**src/rtl/spi_ee_pkg.sv**
```systemverilog
package spi_ee_pkg;

    // Store depth used when the top level is not overridden
    localparam int STORE_DEPTH_DEF = 128;

    // Command codes
    localparam logic [7:0] CMD_WRITE = 8'h02;
    localparam logic [7:0] CMD_READ  = 8'h03;

    // Byte sent once the frame has nothing useful left to return
    localparam logic [7:0] SENTINEL  = 8'h85;

    // What the returned byte is
    typedef enum logic [1:0] {
        PH_HEADER   = 2'd0,
        PH_READ     = 2'd1,
        PH_WRITE    = 2'd2,
        PH_SENTINEL = 2'd3
    } phase_t;

endpackage

```
**src/rtl/spi_eeprom_slave.sv**
```systemverilog
// Channel   | tdata (low bit up) | tuser (low bit up)      | meaning
// s_axis    | mosi_byte[7:0]     | mode (1 = CS released)  | one SPI transfer or frame end
// m_axis    | miso_byte[7:0]     | frame_phase[1:0]        | byte returned for that transfer
//
// One item a cycle while the output is not stalled: each result is in the output register
// in the cycle after acceptance, and an item makes at most one store access (a read or a write).
// A chip-select release item gives no result and only returns the frame to its header.
// Reset clears the frame state and all store valid bits at once; no clearing pass is
// needed, an entry never written reads as its own index.
// s_axis_tready falls only while a result waits and m_axis_tready is low.
module spi_eeprom_slave #(
    parameter int STORE_DEPTH = spi_ee_pkg::STORE_DEPTH_DEF
) (
    input  logic                clk,
    input  logic                rst_n,
    input  logic                s_axis_tvalid,
    output logic                s_axis_tready,
    input  logic [7:0]          s_axis_tdata,   // [7:0] mosi_byte
    input  logic                s_axis_tuser,   // [0] mode
    output logic                m_axis_tvalid,
    input  logic                m_axis_tready,
    output logic [7:0]          m_axis_tdata,   // [7:0] miso_byte
    output spi_ee_pkg::phase_t  m_axis_tuser    // [1:0] frame_phase
);
    import spi_ee_pkg::*;

    localparam int         AW     = (STORE_DEPTH > 1) ? $clog2(STORE_DEPTH) : 1;
    localparam logic [8:0] DEPTH9 = 9'(STORE_DEPTH);

    typedef enum logic [1:0] {
        IDX_COMMAND,
        IDX_ADDRESS,
        IDX_DATA,
        IDX_SENTINEL
    } idx_t;

    idx_t              idx_reg, idx_next;
    logic [7:0]        cmd_reg, cmd_next;
    logic [7:0]        ptr_reg, ptr_next;
    logic              out_valid_reg;
    logic [7:0]        byte_reg, byte_next;
    phase_t            phase_reg, phase_next;
    logic              from_mem_reg;
    logic [7:0]        rd_data_reg;
    logic [STORE_DEPTH-1:0] valid_reg;
    logic [7:0]        mem [STORE_DEPTH];

    logic              accept;
    logic              xfer;
    logic              rd_en;
    logic              wr_en;
    logic [AW-1:0]     addr;
    logic              ptr_in_range;
    logic              ptr_last;
    logic              cmd_ok;

    assign s_axis_tready = !out_valid_reg || m_axis_tready;
    assign accept        = s_axis_tvalid && s_axis_tready;
    assign xfer          = accept && !s_axis_tuser;
    assign addr          = ptr_reg[AW-1:0];
    assign ptr_in_range  = {1'b0, ptr_reg} < DEPTH9;
    assign ptr_last      = ({1'b0, ptr_reg} + 9'd1) >= DEPTH9;
    assign cmd_ok        = (cmd_reg == CMD_READ) || (cmd_reg == CMD_WRITE);

    // Frame sequencing and the byte to return
    always_comb
    begin
        idx_next   = idx_reg;
        cmd_next   = cmd_reg;
        ptr_next   = ptr_reg;
        byte_next  = 8'h00;
        phase_next = PH_HEADER;
        rd_en      = 1'b0;
        wr_en      = 1'b0;
        if (s_axis_tuser)
        begin
            idx_next = IDX_COMMAND;
        end
        else
        begin
            unique case (idx_reg)
                IDX_COMMAND:
                begin
                    cmd_next = s_axis_tdata;
                    idx_next = IDX_ADDRESS;
                end
                IDX_ADDRESS:
                begin
                    ptr_next = s_axis_tdata;
                    if (({1'b0, s_axis_tdata} < DEPTH9) && cmd_ok)
                        idx_next = IDX_DATA;
                    else
                        idx_next = IDX_SENTINEL;
                end
                IDX_DATA:
                begin
                    if (!ptr_in_range || !cmd_ok)
                    begin
                        idx_next   = IDX_SENTINEL;
                        byte_next  = SENTINEL;
                        phase_next = PH_SENTINEL;
                    end
                    else
                    begin
                        if (cmd_reg == CMD_READ)
                        begin
                            rd_en      = 1'b1;
                            phase_next = PH_READ;
                            // an entry never written reads as its index
                            byte_next  = ptr_reg;
                        end
                        else
                        begin
                            wr_en      = 1'b1;
                            phase_next = PH_WRITE;
                        end
                        if (ptr_last)
                            idx_next = IDX_SENTINEL;
                        else
                            ptr_next = ptr_reg + 8'd1;
                    end
                end
                IDX_SENTINEL:
                begin
                    byte_next  = SENTINEL;
                    phase_next = PH_SENTINEL;
                end
                default:
                begin
                    idx_next   = IDX_SENTINEL;
                    byte_next  = SENTINEL;
                    phase_next = PH_SENTINEL;
                end
            endcase
        end
    end

    // Hold frame state, valid bits and the result register
    always_ff @(posedge clk or negedge rst_n)
    begin
        if (!rst_n)
        begin
            idx_reg       <= IDX_COMMAND;
            cmd_reg       <= 8'h00;
            ptr_reg       <= 8'h00;
            out_valid_reg <= 1'b0;
            byte_reg      <= 8'h00;
            phase_reg     <= PH_HEADER;
            from_mem_reg  <= 1'b0;
            valid_reg     <= '0;
        end
        else
        begin
            if (accept)
            begin
                idx_reg       <= idx_next;
                cmd_reg       <= cmd_next;
                ptr_reg       <= ptr_next;
                out_valid_reg <= !s_axis_tuser;
            end
            else if (m_axis_tready)
            begin
                out_valid_reg <= 1'b0;
            end
            if (xfer)
            begin
                byte_reg     <= byte_next;
                phase_reg    <= phase_next;
                from_mem_reg <= rd_en && valid_reg[addr];
                if (wr_en)
                    valid_reg[addr] <= 1'b1;
            end
        end
    end

    // Store: at most one access per transfer, read data registered
    always_ff @(posedge clk)
    begin
        if (xfer && wr_en)
            mem[addr] <= s_axis_tdata;
        if (xfer && rd_en)
            rd_data_reg <= mem[addr];
    end

    assign m_axis_tvalid = out_valid_reg;
    assign m_axis_tdata  = from_mem_reg ? rd_data_reg : byte_reg;
    assign m_axis_tuser  = phase_reg;

endmodule

```
**config.mk**
```make
export PLATFORM = sky130hd
export DESIGN_NAME = spi_eeprom_slave
export DESIGN_NICKNAME = d
export VERILOG_FILES = /design/src/rtl/spi_ee_pkg.sv /design/src/rtl/spi_eeprom_slave.sv
export SDC_FILE = /design/constraint.sdc
export NUM_CORES = 1
export LEC_CHECK = 0
export BUFFER_PORTS_ARGS = -buffer_cell sky130_fd_sc_hd__buf_4
export CORE_ASPECT_RATIO = 0.6
export CORE_UTILIZATION = 50
export DETAILED_ROUTE_END_ITERATION = 16
export PLACE_DENSITY = 0.68
export SLEW_MARGIN = 10
export SYNTH_ARGS = -nofsm -noshare
export SYNTH_HDL_FRONTEND = slang
export SYNTH_SLANG_ARGS = --single-unit
```
**constraint.sdc**
```tcl
create_clock -name clk -period 8.5 [get_ports clk]
set_input_delay 1.7 -clock clk [delete_from_list [all_inputs] [get_ports clk]]
set_output_delay 1.7 -clock clk [all_outputs]
set_load 0.02 [all_outputs]
```
==> run metrics <==
Post-Synth XOR/XNOR Area=0%; layout cells sized above 1=15.99%; drt total wl=153.3 mm; max_cap viols=0; nets=2,848; P_int=10,820 uW; Pins Over Slew Limit=0; Gate power share=35.0%; Slew HR=14.52%; Die Footprint=0.09610 sq mm; aggregate global routing overflow=0; FILL cells=7,080; CP endpoint kind=register; area of the multi-input gates=0.01144 sq mm; hold crit path type=reg2reg; CTS tree=built; # H-tree levels=3; vias per cell=7.115; worst-path fanout max=49; yosys warns=0; die outline height=240.5 um; Slew @ Worst Pin=1282 ps; mux share of post-synthesis cell area=9.334%; area share of the largest cell type after synthesis=65.36%; Worst Hold End=valid_reg[74]; adder-cell share of the synthesized area=0.1320%; dominant synthesized flop cell=edfxtp_1; final hold vios=0; EDFF count, synth=1,032; antenna viol nets, final=0; Longest Clk Path Bufs=3; net switching power=6698 uW; worst vdd rail ir drop=372.5 uV; sequential share of the synthesized area=73.70%; setup TNS=0 ps; Die X-Extent=399.5 um; post-synthesis cell type count=74; Yosys reg bits=1,190; initial antenna violation count=6; share of flip-flops with an asynchronous set or reset=13.28%; CTS Hold Bufs=0; worst skew pair latency=710 ps; PortBufs=24; setup slack at placement=3281 ps; area leader, netlist=edfxtp_1; reg-to-reg setup timing slack=3310 ps; PD cells=336.2 mW/mm^2; Setup WS post-layout=3305 ps; RSZ-0062 raised after global routing=no; FP Rows=87; Seq pwr share=37.8%; Pleak=0.01732 uW; Critical Path AT=5660 ps; Post CTS Setup Buffer Count=0; Hold Startpoint=valid_reg[74]; Final Util=55.45%; WHS Path Cells=1; minimum clock period=5195 ps; DRT iter0 DRCs=5,430; Compound-Gate Fraction of Synth Area=10.72%; Total Power=17,520 uW; Syn Inst Count=2,848; Mapped Area=0.04741 sq mm; outcome=finished clean; DRC=0; fin crit share=61.12%; Final Skew=28.41 ps; global-route wire length before repair=213.5 mm; drt first pass iters=9; Final Wtd Congestion=0.9417; R2R depth=8; number of global-route vias before repair=27,960; switching share of power=38.24%; Area Overhead vs Synth=9.873%; root buf cell=clkbuf_16; Fmax=192.5 MHz; Worst EP required=8970 ps; cts bufs inserted=99; final number of setup-violating endpoints=0; largest family of logic cells by synthesized area=compound AO/OA/AOI/OAI gates; core area=0.09394 sq mm; simple logic cell fraction of the synthesized area=3.710%; Syn Area/Cell=16.65 sq um; FF-to-FF End=rd_data_reg[6]; Post-DP HPWL=90.74 mm; critical path class=reg2reg; cts repair resizes=0; Clk pwr share=27.2%; Net Count, Synth=2,866; register area=0.03496 sq mm; clock-pin slew on the worst setup and hold paths=70 ps; CP Launch Type=register; top cells by area, synth=edfxtp_1 (65%), dfrtp_1 (8.3%), mux2i_1 (3.8%); max reg flops=1,024; Critical R2R Launch=ptr_reg[2]; Wirelength per Cell=36.84 um; Vias=29,610; GRT Util Overall=31.79%; io pins=25; largest net degree at the start of global routing=117; Clock Sink Count=1,190; starting density of the core=50.47%
worst max path at each step:
stage,startpoint,depth (start not counted),endpoint,slack [ps]
after floorplan,m_axis_tready,5,rd_data_reg[0],4430
after global placement,ptr_reg[2],8,rd_data_reg[6],3310
after detailed placement,m_axis_tready,7,mem[29][0],3280
after CTS,ptr_reg[2],8,rd_data_reg[6],3650
after global routing,ptr_reg[2],8,rd_data_reg[6],3470
final,ptr_reg[2],8,rd_data_reg[6],3310
layout make-up:
type                    instances  share of cell area (%)
diodes                          1                0.004804
clock buffers                 130                   5.260
clock inverters                55                   1.114
inverters                      13                 0.09367
multi-input cells            1428                   21.96
flip-flops and latches       1190                   67.10
well taps                    1246                   2.993
repair buffers                 98                   1.468
cell usage after synthesis, types with 8 or more instances:
cell / instances
a21oi_1: 55
a221o_1: 20
a221oi_1: 113
a22o_1: 15
a22oi_1: 120
a31oi_1: 12
buf_1: 31
buf_2: 72
buf_4: 25
buf_6: 12
clkbuf_1: 77
dfrtp_1: 158
edfxtp_1: 1032
inv_1: 11
mux2_2: 103
mux2i_1: 180
mux4_2: 65
nand2_1: 127
nand2b_1: 12
nand3_1: 30
nor2_1: 179
o211ai_1: 12
o21ai_0: 57
o21bai_1: 128
o221ai_1: 31
o22a_1: 8
o22ai_1: 34
o2bb2ai_1: 11
worst max-delay path, stage by stage, from the launching register on:
cell and delay [ps]:
dfrtp_4 980, buf_4 710, nor2_4 80, buf_4 330, a22oi_1 330, o221ai_1 620
a2111oi_1 1240, a221oi_1 300, a31o_2 290
placed cells by master, fill, tap and decap left out, drive strengths merged, types with 65 or more instances in the layout:
cell and n:
edfxtp 1032, mux2 103, buf 98, a221oi 113, nor2 182, dfrtp 158, mux4 65, o21bai 128
clkbuf 130, mux2i 180, a22oi 120, nand2 127
layer usage:
layer	GRT usage, %	part of all wire [%]
met5	0	0.026
met4	9.334	3.3
met3	15.26	18
met2	42.23	40
met1	45.92	38
kinds of logic after synthesis:
group,Yosys count
adder cells (fa/ha/maj),5
AND/OR/NAND/NOR,400
buffers and inverters,230
flip-flops,1190
AO/OA/AOI/OAI,675
multiplexers,348
per-stage QoR:
step,area (sq um),hold WS (ps),std cells
floorplan,47410,442.5,2848
global placement,48770,456.9,3975
detailed placement,48770,461.2,3975
CTS,52090,477.9,4160
global route,52090,487.8,4160
finish,52090,474.3,4161
power groups by stage:
stage	Clock, uW	Combinational, uW	Sequential (uW)
global route	4980	6140	6620
finish	4760	6130	6630
global placement	0	5700	6730
floorplan	0	3390	6580
detailed placement	0	5750	6740
CTS	4750	5770	6610
(Power assumes the default switching activity.)
